## src/design/u8dec_pkg.sv

```systemverilog
// ----------------------------------------------------------------------------
// u8dec_pkg
// Shared types and constants of the UTF-8 code point decoder.
// ----------------------------------------------------------------------------
package u8dec_pkg;

  localparam int unsigned ByteW = 8;
  localparam int unsigned CpW   = 21;
  localparam int unsigned UsedW = 3;
  localparam int unsigned CntW  = 3;

  localparam logic [CpW-1:0] ReplCp = CpW'(8'h3f);

  localparam logic [7:0] AsciiMask = 8'h80;
  localparam logic [7:0] Lead2Mask = 8'he0;
  localparam logic [7:0] Lead2Val  = 8'hc0;
  localparam logic [7:0] Lead3Mask = 8'hf0;
  localparam logic [7:0] Lead3Val  = 8'he0;
  localparam logic [7:0] Lead4Mask = 8'hf8;
  localparam logic [7:0] Lead4Val  = 8'hf0;
  localparam logic [7:0] ContMask  = 8'hc0;
  localparam logic [7:0] ContVal   = 8'h80;
  localparam logic [7:0] Pay2Mask  = 8'h1f;
  localparam logic [7:0] Pay3Mask  = 8'h0f;
  localparam logic [7:0] Pay4Mask  = 8'h07;
  localparam logic [7:0] ContPay   = 8'h3f;

  localparam logic [UsedW-1:0] Len2 = UsedW'(2);
  localparam logic [UsedW-1:0] Len3 = UsedW'(3);
  localparam logic [UsedW-1:0] Len4 = UsedW'(4);

  typedef struct packed {
    logic [UsedW-1:0] exp_len;
    logic [1:0]       held;
    logic [CpW-1:0]   accum;
  } seq_state_t;

  // results of one byte: nq replacement marks, then an optional tail result
  typedef struct packed {
    logic [CntW-1:0]  nq;
    logic             tail;
    logic [CpW-1:0]   cp;
    logic [UsedW-1:0] used;
  } burst_t;

endpackage

```

## src/design/u8dec_step.sv

```systemverilog
// ----------------------------------------------------------------------------
// u8dec_step
// Decode of one byte against the open sequence: next state and result burst.
// ----------------------------------------------------------------------------
module u8dec_step (
  input  logic [u8dec_pkg::ByteW-1:0] byte_i,
  input  logic                        eot_i,
  input  u8dec_pkg::seq_state_t       state_i,
  output u8dec_pkg::seq_state_t       state_o,
  output u8dec_pkg::burst_t           burst_o
);

  logic [7:0]                  pay;
  logic [u8dec_pkg::CpW-1:0]   acc_sh;
  logic [u8dec_pkg::UsedW-1:0] held_inc;
  logic [u8dec_pkg::UsedW-1:0] fresh_len;
  logic                        is_cont;
  logic                        is_open;

  assign is_open  = (state_i.exp_len != '0);
  assign is_cont  = ((byte_i & u8dec_pkg::ContMask) == u8dec_pkg::ContVal);
  assign held_inc = u8dec_pkg::UsedW'(state_i.held) + u8dec_pkg::UsedW'(1);
  assign acc_sh   = {state_i.accum[u8dec_pkg::CpW-7:0],
                     byte_i[5:0] & u8dec_pkg::ContPay[5:0]};

  always_comb begin
    fresh_len = '0;
    pay       = '0;
    if ((byte_i & u8dec_pkg::Lead2Mask) == u8dec_pkg::Lead2Val) begin
      fresh_len = u8dec_pkg::Len2;
      pay       = byte_i & u8dec_pkg::Pay2Mask;
    end else if ((byte_i & u8dec_pkg::Lead3Mask) == u8dec_pkg::Lead3Val) begin
      fresh_len = u8dec_pkg::Len3;
      pay       = byte_i & u8dec_pkg::Pay3Mask;
    end else if ((byte_i & u8dec_pkg::Lead4Mask) == u8dec_pkg::Lead4Val) begin
      fresh_len = u8dec_pkg::Len4;
      pay       = byte_i & u8dec_pkg::Pay4Mask;
    end
  end

  always_comb begin
    state_o = '0;
    burst_o = '0;
    if (is_open && is_cont) begin
      if (held_inc >= state_i.exp_len) begin
        burst_o.tail = 1'b1;
        burst_o.cp   = acc_sh;
        burst_o.used = state_i.exp_len;
      end else if (eot_i) begin
        burst_o.nq = held_inc;
      end else begin
        state_o.exp_len = state_i.exp_len;
        state_o.held    = held_inc[1:0];
        state_o.accum   = acc_sh;
      end
    end else begin
      burst_o.nq = is_open ? u8dec_pkg::CntW'(state_i.held) : '0;
      priority if ((byte_i & u8dec_pkg::AsciiMask) == 8'h00) begin
        burst_o.tail = 1'b1;
        burst_o.cp   = u8dec_pkg::CpW'(byte_i);
        burst_o.used = u8dec_pkg::UsedW'(1);
      end else if (fresh_len == '0) begin
        burst_o.nq = burst_o.nq + u8dec_pkg::CntW'(1);
      end else if (eot_i) begin
        burst_o.nq = burst_o.nq + u8dec_pkg::CntW'(1);
      end else begin
        state_o.exp_len = fresh_len;
        state_o.held    = 2'd1;
        state_o.accum   = u8dec_pkg::CpW'(pay);
      end
    end
  end

endmodule

```

## src/design/utf8_codepoint_decoder_unit.sv

```systemverilog
// ----------------------------------------------------------------------------
// utf8_codepoint_decoder_unit
// Streaming UTF-8 byte to code point decoder.
// ----------------------------------------------------------------------------
// One byte per cycle enters an input register unless the input stalls; it
// is then decoded against the open sequence and its results load into the
// result register. A byte that gives zero or one result stalls the input only
// on output back-pressure, so plain text flows at one byte per clock.
// A byte that gives n results (up to four, on broken or cut-off sequences)
// holds the result register and stalls the input until the last is taken.
module utf8_codepoint_decoder_unit (
  input  logic        clk_i,
  input  logic        rst_ni,
  input  logic        s_axis_tvalid_i,
  output logic        s_axis_tready_o,
  input  logic [7:0]  s_axis_tdata_i,   // [7:0] text_byte
  input  logic        s_axis_tlast_i,   // end_of_text
  output logic        m_axis_tvalid_o,
  input  logic        m_axis_tready_i,
  output logic [23:0] m_axis_tdata_o,   // [20:0] code_point, [23:21] bytes_used
  output logic        m_axis_tuser_o,   // replaced
  output logic        m_axis_tlast_o    // run_last
);

  logic                        in_vld_q;
  logic [u8dec_pkg::ByteW-1:0] in_byte_q;
  logic                        in_eot_q;
  u8dec_pkg::seq_state_t       state_q, state_d;
  u8dec_pkg::burst_t           burst_q, burst_d;
  logic                        out_take;
  logic                        burst_done;
  logic                        advance;
  logic                        in_take;

  assign out_take   = m_axis_tvalid_o && m_axis_tready_i;
  assign burst_done = (burst_q.nq == '0 && !burst_q.tail) ||
                      (out_take && m_axis_tlast_o);
  assign advance    = in_vld_q && burst_done;
  assign s_axis_tready_o = !in_vld_q || advance;
  assign in_take    = s_axis_tvalid_i && s_axis_tready_o;

  u8dec_step u_step (
    .byte_i  (in_byte_q),
    .eot_i   (in_eot_q),
    .state_i (state_q),
    .state_o (state_d),
    .burst_o (burst_d)
  );

  always_ff @(posedge clk_i or negedge rst_ni) begin
    if (!rst_ni) begin
      in_vld_q <= 1'b0;
    end else if (s_axis_tready_o) begin
      in_vld_q <= s_axis_tvalid_i;
    end
  end

  always_ff @(posedge clk_i) begin
    if (in_take) begin
      in_byte_q <= s_axis_tdata_i;
      in_eot_q  <= s_axis_tlast_i;
    end
  end

  always_ff @(posedge clk_i or negedge rst_ni) begin
    if (!rst_ni) begin
      state_q <= '0;
      burst_q <= '0;
    end else if (advance) begin
      state_q <= state_d;
      burst_q <= burst_d;
    end else if (out_take) begin
      if (burst_q.nq != '0) begin
        burst_q.nq <= burst_q.nq - u8dec_pkg::CntW'(1);
      end else begin
        burst_q.tail <= 1'b0;
      end
    end
  end

  always_comb begin
    m_axis_tvalid_o = (burst_q.nq != '0) || burst_q.tail;
    if (burst_q.nq != '0) begin
      m_axis_tdata_o = {u8dec_pkg::UsedW'(1), u8dec_pkg::ReplCp};
      m_axis_tuser_o = 1'b1;
      m_axis_tlast_o = (burst_q.nq == u8dec_pkg::CntW'(1)) && !burst_q.tail;
    end else begin
      m_axis_tdata_o = {burst_q.used, burst_q.cp};
      m_axis_tuser_o = 1'b0;
      m_axis_tlast_o = 1'b1;
    end
  end

endmodule

```

## config.mk

```make
export PLATFORM = sky130hd
export DESIGN_NAME = utf8_codepoint_decoder_unit
export DESIGN_NICKNAME = d
export VERILOG_FILES = /design/src/design/u8dec_pkg.sv /design/src/design/u8dec_step.sv /design/src/design/utf8_codepoint_decoder_unit.sv
export SDC_FILE = /design/constraint.sdc
export NUM_CORES = 1
export LEC_CHECK = 0
export BUFFER_PORTS_ARGS = -buffer_cell sky130_fd_sc_hd__clkbuf_2
export CAP_MARGIN = 20
export CORE_AREA = 2 2 101 103
export DETAILED_ROUTE_END_ITERATION = 16
export DIE_AREA = 0 0 103 105
export GPL_ROUTABILITY_DRIVEN = 0
export PLACE_DENSITY_LB_ADDON = 0.1
export SKIP_LAST_GASP = 1
export SYNTH_ARGS = -nofsm -noshare
export SYNTH_HDL_FRONTEND = slang
export SYNTH_HIERARCHICAL = 1
export SYNTH_SLANG_ARGS = --single-unit
export TNS_END_PERCENT = 1
```

## constraint.sdc

```tcl
create_clock -name clk_i -period 5.3 [get_ports clk_i]
set_input_delay 1.06 -clock clk_i [delete_from_list [all_inputs] [get_ports clk_i]]
set_output_delay 1.06 -clock clk_i [all_outputs]
set_load 0.01 [all_outputs]
```

==> impl_metrics.toml <==
[outcome]
status = "finished clean"

[die]
start_util_pct = 31.83
fp.dieArea_sq_mm = 0.01082
die_w_microns = 103
design.core.area_sq_mm = 0.009639
die_h_microns = 105
ios = 41
fp-row-count = 36

[worst_setup_path]
slowest_stage = "dfrtp_1"
cp.required_ns = 4.24
critPathKind = "flip-flop to output port"
max_stage_delay_ns = 0.41
cp-start-kind = "flip-flop"
crit_path_end_kind = "output port"
path_cells = "inv_1 > ha_1 > nor2b_1 > buf_4 > or2b_1 > clkbuf_2"
critPathMaxFanout = 26
arrival_ns = 1.92

[timing]
rsz0062_at_grt = "false"
fin_setup_tns_ns = 0
fin_crit_ns = 2.980
setup_violations = 0
relSlewSlack_pct = 44.48
final_hold_viol_count = 0
clock.fmax_mhz = 335.6
tightest_slew_ns = 0.8301
fin_crit_sh_pct = 56.23
skew_ns = 0.01009
maxSlewViolCount = 0

[global_routing]
grt_max_degree = 51
antenna_found_initial = 0
grt_first_pass_wirelength_microns = 10580
grt_pass1_vias = 2054
track_usage_pct = 12.74
grt-ovfl-total = 0

[clock_network]
clk_latency_ns = 0.33
h-tree-depth = 3
clockRootBuffer = "clkbuf_8"
tritoncts = "yes"
cts_setup_buffers = 0
clkSinkCount = 58
clock_path_buffers = 2
cts_buffers = 9
cts.clk_slew.worst_paths_ns = 0.07
holdBufCountCts = 0
cts_resized = 0

[power_and_ir_drop]
vdd_ir_drop_max_v = 0.0001681
p_leak_uw = 0.001760
p_total_uw = 1637
powerDensity_mw_per_mm2 = 460.4

[finish]
fillCellCount = 1017
fin_nets = 324
multiInputGateArea_sq_mm = 0.001439
drive_gt1_share_pct = 37.01
stdcell_count = 441
regArea_sq_mm = 0.001496
area_growth_pct = 15.86
n_antenna_cell = 0

[place]
hpwl_microns = 4058
dp_cells = 424
portBuffers = 40

[synthesis]
syn_area_per_cell_sq_um = 11.75
syn_inst = 261
yosysWarnings = 6
synth_fp_nets = 282
synthesis.area_sq_mm = 0.003068

[drt]
post_drt_via_cell_ratio = 4.542
num_vias = 2003
first_iter_violations = 75
drc_errors = 0
drt_wl_total_microns = 6252
dr.pass1.iters = 4
wl_per_cell_microns = 14.18
ant_nets = 0

[flow_run]
cap_violations = 0

[worst_hold_path]
hold_path_class = "flip-flop to flip-flop"
critical path: cells and delay by family, from the launching register on:
kind / cells / cell delay [ns]
fa+ha+maj: 1 / 0.26
buf+inv: 3 / 0.50
flops: 1 / 0.41
simple gates: 2 / 0.41
metrics by stage:
stage	area [sq um]	util, %	setup slack [ns]	hold slack, ns
6_report	3555	36.88	2.320	0.4960
4_1_cts	3547	36.80	2.275	0.5030
2_1_floorplan	3068	-	2.760	0.4715
3_3_place_gp	3366	34.92	2.450	0.4824
3_5_place_dp	3366	34.92	2.423	0.4870
5_1_grt	3555	36.88	2.200	0.5188
metal layers:
metal | share of wire, % | wire length (microns) | vias up | track usage, %
met4 | 1.2 | 76 | 0 | 4.229
li1 | - | - | 999 | -
met5 | 0 | 0 | - | 0
met1 | 49 | 3048 | 969 | 17.61
met2 | 47 | 2927 | 29 | 18.92
met3 | 3.2 | 199 | 6 | 3.813
flip-flops by register name, indices dropped and copies added (netlist names):
| register | count |
|---|---|
| in_eot_q | 1 |
| in_vld_q | 1 |
| state_q | 20 |
| burst_q | 28 |
| in_byte_q | 8 |
area by class of cell:
| class | count | share of cell area [%] |
|---|---|---|
| clock inverters | 4 | 0.7392 |
| repair buffers | 44 | 6.477 |
| well taps | 133 | 4.681 |
| clock buffers | 12 | 4.365 |
| multi-input cells | 179 | 40.48 |
| flip-flops and latches | 58 | 42.10 |
| inverters | 11 | 1.162 |
where the power goes:
| group | internal, uW | total, uW | switching (uW) |
|---|---|---|---|
| logic | 281 | 636 | 355 |
| registers | 551 | 632 | 81.5 |
| clock network | 194 | 369 | 174 |
worst paths after layout:
check / from / endpoint / slack [ns] / cells after the start
setup / recovery: burst_q[25]$_DFFE_PN0P_ / m_axis_tdata_o[3] / 2.32 / 6
hold / removal: burst_q[23]$_DFFE_PN0P_ / burst_q[23]$_DFFE_PN0P_ / 0.50 / 1
setup reg to reg: burst_q[25]$_DFFE_PN0P_ / burst_q[18]$_DFFE_PN0P_ / 2.98 / 6
hold reg to reg: burst_q[23]$_DFFE_PN0P_ / burst_q[23]$_DFFE_PN0P_ / 0.50 / 1
max in group asynchronous: rst_ni / state_q[24]$_DFFE_PN0P_ / 4.02 / 2
min in group asynchronous: rst_ni / burst_q[20]$_DFFE_PN0P_ / 0.85 / 2
placed cells by master, fill, tap and decap left out, types with 8 or more instances in the layout:
| master | n |
|---|---|
| and3_1 | 18 |
| mux2_2 | 44 |
| nand2b_1 | 8 |
| nand2_1 | 11 |
| dfrtp_1 | 49 |
| clkbuf_2 | 40 |
| inv_1 | 10 |
| and2_1 | 34 |
| clkbuf_8 | 11 |
| edfxtp_1 | 9 |
| ha_1 | 8 |
No activity file was read; power rests on OpenSTA's default activity.
